===== src/rtl/sbh_pkg.sv =====
// ----------------------------------------------------------------------------
// sbh_pkg
// Shared types, constants and round functions of the SHA-256 block hash core.
// ----------------------------------------------------------------------------
package sbh_pkg;

   localparam int WORD_W   = 32;
   localparam int ROUNDS   = 64;
   localparam int ROUND_W  = $clog2(ROUNDS);
   localparam int BLOCK_W  = 16;
   localparam int CNT_W    = $clog2(BLOCK_W);
   localparam int DIGEST_N = 8;
   localparam int IDX_W    = $clog2(DIGEST_N);

   localparam logic [ROUND_W-1:0] LAST_ROUND  = ROUND_W'(ROUNDS - 1);
   localparam logic [CNT_W-1:0]   LAST_WORD   = CNT_W'(BLOCK_W - 1);
   localparam logic [IDX_W-1:0]   LAST_DIGEST = IDX_W'(DIGEST_N - 1);

   localparam logic KIND_WORD   = 1'b0;
   localparam logic KIND_FINISH = 1'b1;

   typedef enum logic [1:0] {
      ST_IDLE,
      ST_ROUND,
      ST_UPDATE,
      ST_EMIT
   } state_type;

   typedef struct packed {
      logic               load_word;
      logic               start;
      logic               round;
      logic               update;
      logic               emit;
      logic               emit_last;
      logic [ROUND_W-1:0] round_idx;
      logic [IDX_W-1:0]   emit_idx;
   } cmd_type;

   typedef struct packed {
      logic out_free;
   } status_type;

   localparam logic [WORD_W-1:0] H_INIT [DIGEST_N] = '{
      32'h6a09e667, 32'hbb67ae85, 32'h3c6ef372, 32'ha54ff53a,
      32'h510e527f, 32'h9b05688c, 32'h1f83d9ab, 32'h5be0cd19
   };

   localparam logic [WORD_W-1:0] ROUND_K [ROUNDS] = '{
      32'h428a2f98, 32'h71374491, 32'hb5c0fbcf, 32'he9b5dba5,
      32'h3956c25b, 32'h59f111f1, 32'h923f82a4, 32'hab1c5ed5,
      32'hd807aa98, 32'h12835b01, 32'h243185be, 32'h550c7dc3,
      32'h72be5d74, 32'h80deb1fe, 32'h9bdc06a7, 32'hc19bf174,
      32'he49b69c1, 32'hefbe4786, 32'h0fc19dc6, 32'h240ca1cc,
      32'h2de92c6f, 32'h4a7484aa, 32'h5cb0a9dc, 32'h76f988da,
      32'h983e5152, 32'ha831c66d, 32'hb00327c8, 32'hbf597fc7,
      32'hc6e00bf3, 32'hd5a79147, 32'h06ca6351, 32'h14292967,
      32'h27b70a85, 32'h2e1b2138, 32'h4d2c6dfc, 32'h53380d13,
      32'h650a7354, 32'h766a0abb, 32'h81c2c92e, 32'h92722c85,
      32'ha2bfe8a1, 32'ha81a664b, 32'hc24b8b70, 32'hc76c51a3,
      32'hd192e819, 32'hd6990624, 32'hf40e3585, 32'h106aa070,
      32'h19a4c116, 32'h1e376c08, 32'h2748774c, 32'h34b0bcb5,
      32'h391c0cb3, 32'h4ed8aa4a, 32'h5b9cca4f, 32'h682e6ff3,
      32'h748f82ee, 32'h78a5636f, 32'h84c87814, 32'h8cc70208,
      32'h90befffa, 32'ha4506ceb, 32'hbef9a3f7, 32'hc67178f2
   };

   function automatic logic [WORD_W-1:0] big_sigma0(input logic [WORD_W-1:0] x);
      return {x[1:0], x[31:2]} ^ {x[12:0], x[31:13]} ^ {x[21:0], x[31:22]};
   endfunction

   function automatic logic [WORD_W-1:0] big_sigma1(input logic [WORD_W-1:0] x);
      return {x[5:0], x[31:6]} ^ {x[10:0], x[31:11]} ^ {x[24:0], x[31:25]};
   endfunction

   function automatic logic [WORD_W-1:0] small_sigma0(input logic [WORD_W-1:0] x);
      return {x[6:0], x[31:7]} ^ {x[17:0], x[31:18]} ^ (x >> 3);
   endfunction

   function automatic logic [WORD_W-1:0] small_sigma1(input logic [WORD_W-1:0] x);
      return {x[16:0], x[31:17]} ^ {x[18:0], x[31:19]} ^ (x >> 10);
   endfunction

   function automatic logic [WORD_W-1:0] choose(input logic [WORD_W-1:0] e,
                                                input logic [WORD_W-1:0] f,
                                                input logic [WORD_W-1:0] g);
      return (e & f) ^ (~e & g);
   endfunction

   function automatic logic [WORD_W-1:0] majority(input logic [WORD_W-1:0] a,
                                                  input logic [WORD_W-1:0] b,
                                                  input logic [WORD_W-1:0] c);
      return (a & b) ^ (a & c) ^ (b & c);
   endfunction

endpackage


===== src/rtl/sha256_block_hash_top.sv =====
// ----------------------------------------------------------------------------
// sha256_block_hash_top
// SHA-256 block hash core: collects padded 32-bit message words, compresses
// every 16-word block into the chaining state, emits the digest on finish.
//
//   channel   ports                                        direction
//   req       req_valid req_stall req_kind req_word        in
//   rsp       rsp_valid rsp_stall rsp_digest_word          out
//             rsp_word_number rsp_last
//
// a message word is taken whenever the core is idle; the sixteenth word of a
// block is followed by the 64 rounds of the single round unit and one chain
// update, with req_stall high throughout
// a finish is followed by eight digest transfers, one per cycle
// while rsp_stall is low; the next word may enter while the last one waits
// reset loads the initial hash values directly, no clearing pass
// ----------------------------------------------------------------------------
module sha256_block_hash_top (
   input  logic                         clock,
   input  logic                         reset,
   input  logic                         req_valid,
   output logic                         req_stall,
   input  logic                         req_kind,
   input  logic [sbh_pkg::WORD_W-1:0]   req_word,
   output logic                         rsp_valid,
   input  logic                         rsp_stall,
   output logic [sbh_pkg::WORD_W-1:0]   rsp_digest_word,
   output logic [sbh_pkg::IDX_W-1:0]    rsp_word_number,
   output logic                         rsp_last
);

   sbh_pkg::cmd_type    cmd;
   sbh_pkg::status_type status;

   sbh_ctrl u_ctrl (
      .clock     (clock),
      .reset     (reset),
      .req_valid (req_valid),
      .req_kind  (req_kind),
      .status    (status),
      .req_stall (req_stall),
      .cmd       (cmd)
   );

   sbh_datapath u_datapath (
      .clock           (clock),
      .reset           (reset),
      .cmd             (cmd),
      .req_word        (req_word),
      .rsp_stall       (rsp_stall),
      .status          (status),
      .rsp_valid       (rsp_valid),
      .rsp_digest_word (rsp_digest_word),
      .rsp_word_number (rsp_word_number),
      .rsp_last        (rsp_last)
   );

endmodule


===== src/rtl/sbh_ctrl.sv =====
// ----------------------------------------------------------------------------
// sbh_ctrl
// Controller: counts message words, sequences the 64 rounds, the chain update
// and the eight digest transfers.
// ----------------------------------------------------------------------------
module sbh_ctrl (
   input  logic                 clock,
   input  logic                 reset,
   input  logic                 req_valid,
   input  logic                 req_kind,
   input  sbh_pkg::status_type  status,
   output logic                 req_stall,
   output sbh_pkg::cmd_type     cmd
);

   sbh_pkg::state_type               state_ff, state_in;
   logic [sbh_pkg::CNT_W-1:0]        word_cnt_ff, word_cnt_in;
   logic [sbh_pkg::ROUND_W-1:0]      count_ff, count_in;
   logic                             finish_acc;

   assign finish_acc = (state_ff == sbh_pkg::ST_IDLE) && req_valid
                       && (req_kind == sbh_pkg::KIND_FINISH);

   // next state
   always_comb begin
      state_in = state_ff;
      case (state_ff)
         sbh_pkg::ST_IDLE: begin
            if (finish_acc) begin
               state_in = sbh_pkg::ST_EMIT;
            end else if (req_valid && word_cnt_ff == sbh_pkg::LAST_WORD) begin
               state_in = sbh_pkg::ST_ROUND;
            end
         end
         sbh_pkg::ST_ROUND: begin
            if (count_ff == sbh_pkg::LAST_ROUND) begin
               state_in = sbh_pkg::ST_UPDATE;
            end
         end
         sbh_pkg::ST_UPDATE: begin
            state_in = sbh_pkg::ST_IDLE;
         end
         sbh_pkg::ST_EMIT: begin
            if (status.out_free && count_ff[sbh_pkg::IDX_W-1:0] == sbh_pkg::LAST_DIGEST) begin
               state_in = sbh_pkg::ST_IDLE;
            end
         end
         default: begin
            state_in = sbh_pkg::ST_IDLE;
         end
      endcase
   end

   // outputs
   always_comb begin
      req_stall     = (state_ff != sbh_pkg::ST_IDLE);
      cmd           = '0;
      cmd.round_idx = count_ff;
      cmd.emit_idx  = count_ff[sbh_pkg::IDX_W-1:0];
      case (state_ff)
         sbh_pkg::ST_IDLE: begin
            cmd.load_word = req_valid && (req_kind == sbh_pkg::KIND_WORD);
            cmd.start     = cmd.load_word && (word_cnt_ff == sbh_pkg::LAST_WORD);
         end
         sbh_pkg::ST_ROUND: begin
            cmd.round = 1'b1;
         end
         sbh_pkg::ST_UPDATE: begin
            cmd.update = 1'b1;
         end
         sbh_pkg::ST_EMIT: begin
            cmd.emit      = status.out_free;
            cmd.emit_last = status.out_free
                            && (count_ff[sbh_pkg::IDX_W-1:0] == sbh_pkg::LAST_DIGEST);
         end
         default: begin
            cmd.load_word = 1'b0;
         end
      endcase
   end

   // counters
   always_comb begin
      word_cnt_in = word_cnt_ff;
      count_in    = count_ff;
      if (finish_acc) begin
         word_cnt_in = '0;
         count_in    = '0;
      end else if (cmd.load_word) begin
         word_cnt_in = word_cnt_ff + 1'b1;
      end
      if (cmd.start) begin
         count_in = '0;
      end else if (cmd.round || cmd.emit) begin
         count_in = count_ff + 1'b1;
      end
   end

   always_ff @(posedge clock) begin
      if (reset) begin
         state_ff    <= sbh_pkg::ST_IDLE;
         word_cnt_ff <= '0;
         count_ff    <= '0;
      end else begin
         state_ff    <= state_in;
         word_cnt_ff <= word_cnt_in;
         count_ff    <= count_in;
      end
   end

   a_block_starts_rounds: assert property (@(posedge clock) disable iff (reset)
      cmd.start |=> (state_ff == sbh_pkg::ST_ROUND) && (count_ff == '0))
      else $error("sixteenth word did not start the rounds at round zero");

   a_last_round_updates: assert property (@(posedge clock) disable iff (reset)
      (state_ff == sbh_pkg::ST_ROUND) && (count_ff == sbh_pkg::LAST_ROUND)
      |=> (state_ff == sbh_pkg::ST_UPDATE))
      else $error("chain update did not follow the last round");

   a_update_ends_block: assert property (@(posedge clock) disable iff (reset)
      (state_ff == sbh_pkg::ST_UPDATE) |=> (state_ff == sbh_pkg::ST_IDLE)
      && (word_cnt_ff == '0))
      else $error("block did not end with an empty word count");

   a_finish_clears_count: assert property (@(posedge clock) disable iff (reset)
      finish_acc |=> (state_ff == sbh_pkg::ST_EMIT) && (word_cnt_ff == '0)
      && (count_ff == '0))
      else $error("finish did not clear the word count");

   a_emit_last_idles: assert property (@(posedge clock) disable iff (reset)
      cmd.emit_last |=> (state_ff == sbh_pkg::ST_IDLE))
      else $error("controller stayed busy after the last digest word");

endmodule


===== src/rtl/sbh_datapath.sv =====
// ----------------------------------------------------------------------------
// sbh_datapath
// Datapath: message schedule window, working variables, chaining state and
// the registered digest output.
// ----------------------------------------------------------------------------
module sbh_datapath (
   input  logic                         clock,
   input  logic                         reset,
   input  sbh_pkg::cmd_type             cmd,
   input  logic [sbh_pkg::WORD_W-1:0]   req_word,
   input  logic                         rsp_stall,
   output sbh_pkg::status_type          status,
   output logic                         rsp_valid,
   output logic [sbh_pkg::WORD_W-1:0]   rsp_digest_word,
   output logic [sbh_pkg::IDX_W-1:0]    rsp_word_number,
   output logic                         rsp_last
);

   logic [sbh_pkg::WORD_W-1:0] win_ff   [sbh_pkg::BLOCK_W];
   logic [sbh_pkg::WORD_W-1:0] win_in   [sbh_pkg::BLOCK_W];
   logic [sbh_pkg::WORD_W-1:0] work_ff  [sbh_pkg::DIGEST_N];
   logic [sbh_pkg::WORD_W-1:0] work_in  [sbh_pkg::DIGEST_N];
   logic [sbh_pkg::WORD_W-1:0] chain_ff [sbh_pkg::DIGEST_N];
   logic [sbh_pkg::WORD_W-1:0] chain_in [sbh_pkg::DIGEST_N];

   logic [sbh_pkg::WORD_W-1:0] sched_new;
   logic [sbh_pkg::WORD_W-1:0] t1;
   logic [sbh_pkg::WORD_W-1:0] t2;

   logic                       out_valid_ff;
   logic [sbh_pkg::WORD_W-1:0] out_word_ff;
   logic [sbh_pkg::IDX_W-1:0]  out_num_ff;
   logic                       out_last_ff;

   assign sched_new = sbh_pkg::small_sigma1(win_ff[14]) + win_ff[9]
                      + sbh_pkg::small_sigma0(win_ff[1]) + win_ff[0];

   assign t1 = work_ff[7] + sbh_pkg::big_sigma1(work_ff[4])
               + sbh_pkg::choose(work_ff[4], work_ff[5], work_ff[6])
               + sbh_pkg::ROUND_K[cmd.round_idx] + win_ff[0];

   assign t2 = sbh_pkg::big_sigma0(work_ff[0])
               + sbh_pkg::majority(work_ff[0], work_ff[1], work_ff[2]);

   // schedule window, oldest word at entry zero
   always_comb begin
      win_in = win_ff;
      if (cmd.load_word || cmd.round) begin
         for (int i = 0; i < sbh_pkg::BLOCK_W - 1; i++) begin
            win_in[i] = win_ff[i+1];
         end
         win_in[sbh_pkg::BLOCK_W-1] = cmd.load_word ? req_word : sched_new;
      end
   end

   // working variables a to h
   always_comb begin
      work_in = work_ff;
      if (cmd.start) begin
         work_in = chain_ff;
      end else if (cmd.round) begin
         work_in[0] = t1 + t2;
         work_in[1] = work_ff[0];
         work_in[2] = work_ff[1];
         work_in[3] = work_ff[2];
         work_in[4] = work_ff[3] + t1;
         work_in[5] = work_ff[4];
         work_in[6] = work_ff[5];
         work_in[7] = work_ff[6];
      end
   end

   // chaining state: block update, one word out per transfer, H_INIT at last
   always_comb begin
      chain_in = chain_ff;
      if (cmd.update) begin
         for (int i = 0; i < sbh_pkg::DIGEST_N; i++) begin
            chain_in[i] = chain_ff[i] + work_ff[i];
         end
      end else if (cmd.emit_last) begin
         chain_in = sbh_pkg::H_INIT;
      end else if (cmd.emit) begin
         for (int i = 0; i < sbh_pkg::DIGEST_N - 1; i++) begin
            chain_in[i] = chain_ff[i+1];
         end
         chain_in[sbh_pkg::DIGEST_N-1] = chain_ff[0];
      end
   end

   always_ff @(posedge clock) begin
      win_ff  <= win_in;
      work_ff <= work_in;
      if (cmd.emit) begin
         out_word_ff <= chain_ff[0];
         out_num_ff  <= cmd.emit_idx;
         out_last_ff <= cmd.emit_last;
      end
   end

   always_ff @(posedge clock) begin
      if (reset) begin
         chain_ff     <= sbh_pkg::H_INIT;
         out_valid_ff <= 1'b0;
      end else begin
         chain_ff <= chain_in;
         if (cmd.emit) begin
            out_valid_ff <= 1'b1;
         end else if (!rsp_stall) begin
            out_valid_ff <= 1'b0;
         end
      end
   end

   assign status.out_free = !out_valid_ff || !rsp_stall;
   assign rsp_valid       = out_valid_ff;
   assign rsp_digest_word = out_word_ff;
   assign rsp_word_number = out_num_ff;
   assign rsp_last        = out_last_ff;

endmodule


===== config.mk =====
export PLATFORM = sky130hd
export DESIGN_NAME = sha256_block_hash_top
export DESIGN_NICKNAME = d
export VERILOG_FILES = /design/src/rtl/sbh_pkg.sv /design/src/rtl/sha256_block_hash_top.sv /design/src/rtl/sbh_ctrl.sv /design/src/rtl/sbh_datapath.sv
export SDC_FILE = /design/constraint.sdc
export NUM_CORES = 2
export LEC_CHECK = 0
export ABC_AREA = 1
export BUFFER_PORTS_ARGS = -buffer_cell sky130_fd_sc_hd__buf_2
export CORE_UTILIZATION = 30
export CTS_CLUSTER_SIZE = 28
export DETAILED_ROUTE_END_ITERATION = 16
export GPL_TIMING_DRIVEN = 1
export PLACE_DENSITY = 0.47
export SLEW_MARGIN = 10
export SYNTH_ARGS = -nofsm -noshare
export SYNTH_HDL_FRONTEND = slang
export SYNTH_SLANG_ARGS = --single-unit

===== constraint.sdc =====
create_clock -name clock -period 16.55 [get_ports clock]
set_input_delay 4.1375 -clock clock [delete_from_list [all_inputs] [get_ports clock]]
set_output_delay 4.1375 -clock clock [all_outputs]
set_load 0.02 [all_outputs]

==> impl_metrics.ini <==
[global_route]
grt_start_max_net_pins = 183
grt_pass1_vias = 61480
grt_pass1_wl_um = 461400
grt.total_usage_pct = 26.49
grt_overflow_total = 0
antenna_found_initial = 9

[status]
outcome = complete, no violations

[critical_path]
crit_fanout = 17
worstPathRequired_ps = 17090
cp.arrival_ps = 10030
worstSetupStartpoint = u_ctrl.count_ff[0]
cp-end-kind = register
cp_slowest_cell = dfxtp_1
rrSetupSlack_ps = 7060
crit_path_frequent_cell = fa_1
reg2reg_to = u_datapath.work_ff[242]
crit_end = u_datapath.work_ff[242]
critPathKind = register to register
reg2regPathDepth = 28
start_kind = register
crit_path_max_incr_delay_ps = 740
r2r_start = u_ctrl.count_ff[0]

[routing]
via_per_inst = 5.345
post_drt_wl_per_cell_um = 27.27
dr.first_iter.drc_count = 6907
vias = 64270
drtPass1Iterations = 6
routed_wl_um = 327900
ant_nets = 0
drc = 0

[clock_network]
cts_setup_buffers = 0
cts_resized = 0
insertion_delay_ps = 870
numCtsBuffers = 134
h-tree-depth = 4
cts_tree = done
cts_hold_buf = 0
clk_pin_slew_ps = 60
root_buffer = clkbuf_16
clock-sinks = 1073
cts_max_path_buffers = 3

[layout]
drive_above_1_share_pct = 4.861
final_cells = 12020
syn2layout_area_growth_pct = 11.76
nNetsFinal = 9366

[logic_synthesis]
ys_seq_area_share_pct = 40.90
synth_cell_type_count = 65
synth_adder_area_share_pct = 12.53
async_flop_share_pct = 0
synth-simple-area-share_pct = 19.87
synthCells = 8763
ys_ff_latch = 1073
synth_warnings = 0
synth_edf_count = 804
synth.area.mux_share_pct = 0.3951
avgSynthCellArea_sq_um = 8.240
synth_top_family_by_area = simple AND/OR/NAND/NOR gates
synth-main-ff-cell = edfxtp_1
syn_area_sq_um = 72200
synth_fp_nets = 9387
synth-compound-area-share_pct = 14.61
synth_xor_area_share_pct = 4.816

[die]
core_sq_um = 238500
die_x_um = 492.6
ios = 75
die_area_sq_um = 242600
rows = 179
start_util_pct = 30.27
die-height_um = 492.6

[place]
dp_hpwl_um = 251400
gp_congestion = 0.9686
dp.cells = 11770
dp_slack_ps = 7126
portBuffers = 74

[job]
cap_violations = 0

[sta]
rsz0062_at_grt = false
setup_violations = 0
post-route-min-period_ps = 9492
layout_worst_path_cycle_share_pct = 57.35
tns_ps = 0
slew_violations = 0
fin_ws_ps = 7058
hold_viol_final = 0
slew_headroom_pct = 16.38
worstMarginPinSlew_ps = 1252
clock_skew_ps = 72.36
fmax_mhz = 105.4

[worst_hold_path]
hp-class = register to register
hold_depth = 0
state kept, by name, indices dropped and copies added, names as in the netlist:
signal                      flops
u_ctrl.count_ff                 6
u_ctrl.state_ff                 2
u_ctrl.word_cnt_ff              4
u_datapath.chain_ff           256
u_datapath.rsp_digest_word     32
u_datapath.rsp_last             1
u_datapath.rsp_valid            1
u_datapath.rsp_word_number      3
u_datapath.win_ff             512
u_datapath.work_ff            256
cell type report:
type | instances | area (sq um)
fill | 25120 | 157800
inverter | 996 | 3759
clock inverter | 61 | 1012
sequential | 1073 | 29530
timing repair buffer | 151 | 1005
multi-input combinational | 6386 | 37770
antenna | 11 | 27.53
tap | 3167 | 3963
clock buffer | 179 | 3636
worst max-delay path: cells and delay by family (launching register included):
| kind | cells | cell delay [ps] |
|---|---|---|
| xor gates and xnor gates | 1 | 650 |
| and+or+nand+nor | 6 | 1230 |
| AOI/OAI and AO/OA | 9 | 2570 |
| DFF | 1 | 740 |
| adders and majority gates | 8 | 3530 |
| buffers and inverters | 4 | 510 |
cells by family after synthesis:
family,count (synthesis)
xor gates and xnor gates,397
and+or+nand+nor,3472
adders and majority gates,611
muxes,28
AOI/OAI and AO/OA,1878
DFF,1073
buffers and inverters,1304
per-stage QoR:
step | hold WS, ps | area [sq um] | utilization (%)
CTS | 375.3 | 80670 | 33.82
global placement | 400.3 | 76020 | 31.87
detailed placement | 404.5 | 76020 | 31.87
floorplan | 400.3 | 72210 | -
global route | 375.5 | 80680 | 33.83
finish | 379.6 | 80700 | 33.83
layout by cell type (no fill, tap or decap), types with 83 or more instances in the layout:
cell type | synthesis | routed
fa_1 | 195 | 195
edfxtp_1 | 804 | 804
clkbuf_16 | 0 | 137
nor2_1 | 563 | 563
o21ai_0 | 743 | 743
xnor2_1 | 169 | 169
nand2_1 | 2135 | 2131
xor2_1 | 228 | 228
dfxtp_1 | 269 | 269
ha_1 | 392 | 391
a21oi_1 | 633 | 633
nor3_1 | 83 | 83
a31oi_1 | 90 | 90
nand3_1 | 471 | 471
inv_1 | 987 | 984
nand4_1 | 108 | 108
worst min path at each step:
stage                                 from                     end  slack, ps
floorplan            u_datapath.win_ff[68]  u_datapath.win_ff[100]        400
global placement    u_datapath.win_ff[153]  u_datapath.win_ff[185]        400
detailed placement   u_datapath.win_ff[74]  u_datapath.win_ff[106]        400
CTS                 u_datapath.win_ff[378]  u_datapath.win_ff[410]        380
global route        u_datapath.win_ff[378]  u_datapath.win_ff[410]        380
finish              u_datapath.win_ff[378]  u_datapath.win_ff[410]        380
per-layer routing:
layer,routed length [um],track usage (%),share of wire [%]
met1,151300,38.08,46
met2,141700,40.12,43
met3,22700,4.062,6.9
met4,12220,9.124,3.7
met5,0,0,0
cell usage after synthesis (108+ instances only):
library cell  instances  share of area, %
edfxtp_1            804                33
xnor2_1             169               2.0
xor2_1              228               2.8
nand2_1            2135                11
clkbuf_1            220               1.1
ha_1                392               6.8
fa_1                195               5.4
nand4_1             108              0.94
nand3_1             471               3.3
dfxtp_1             269               7.5
a21oi_1             633               4.4
o21ai_0             743               5.2
inv_1               987               5.1
nor2_1              563               2.9
Power is left out: the tool's default activity adds up to more than one toggle a clock period on the data nets, which glitch-free logic cannot reach.
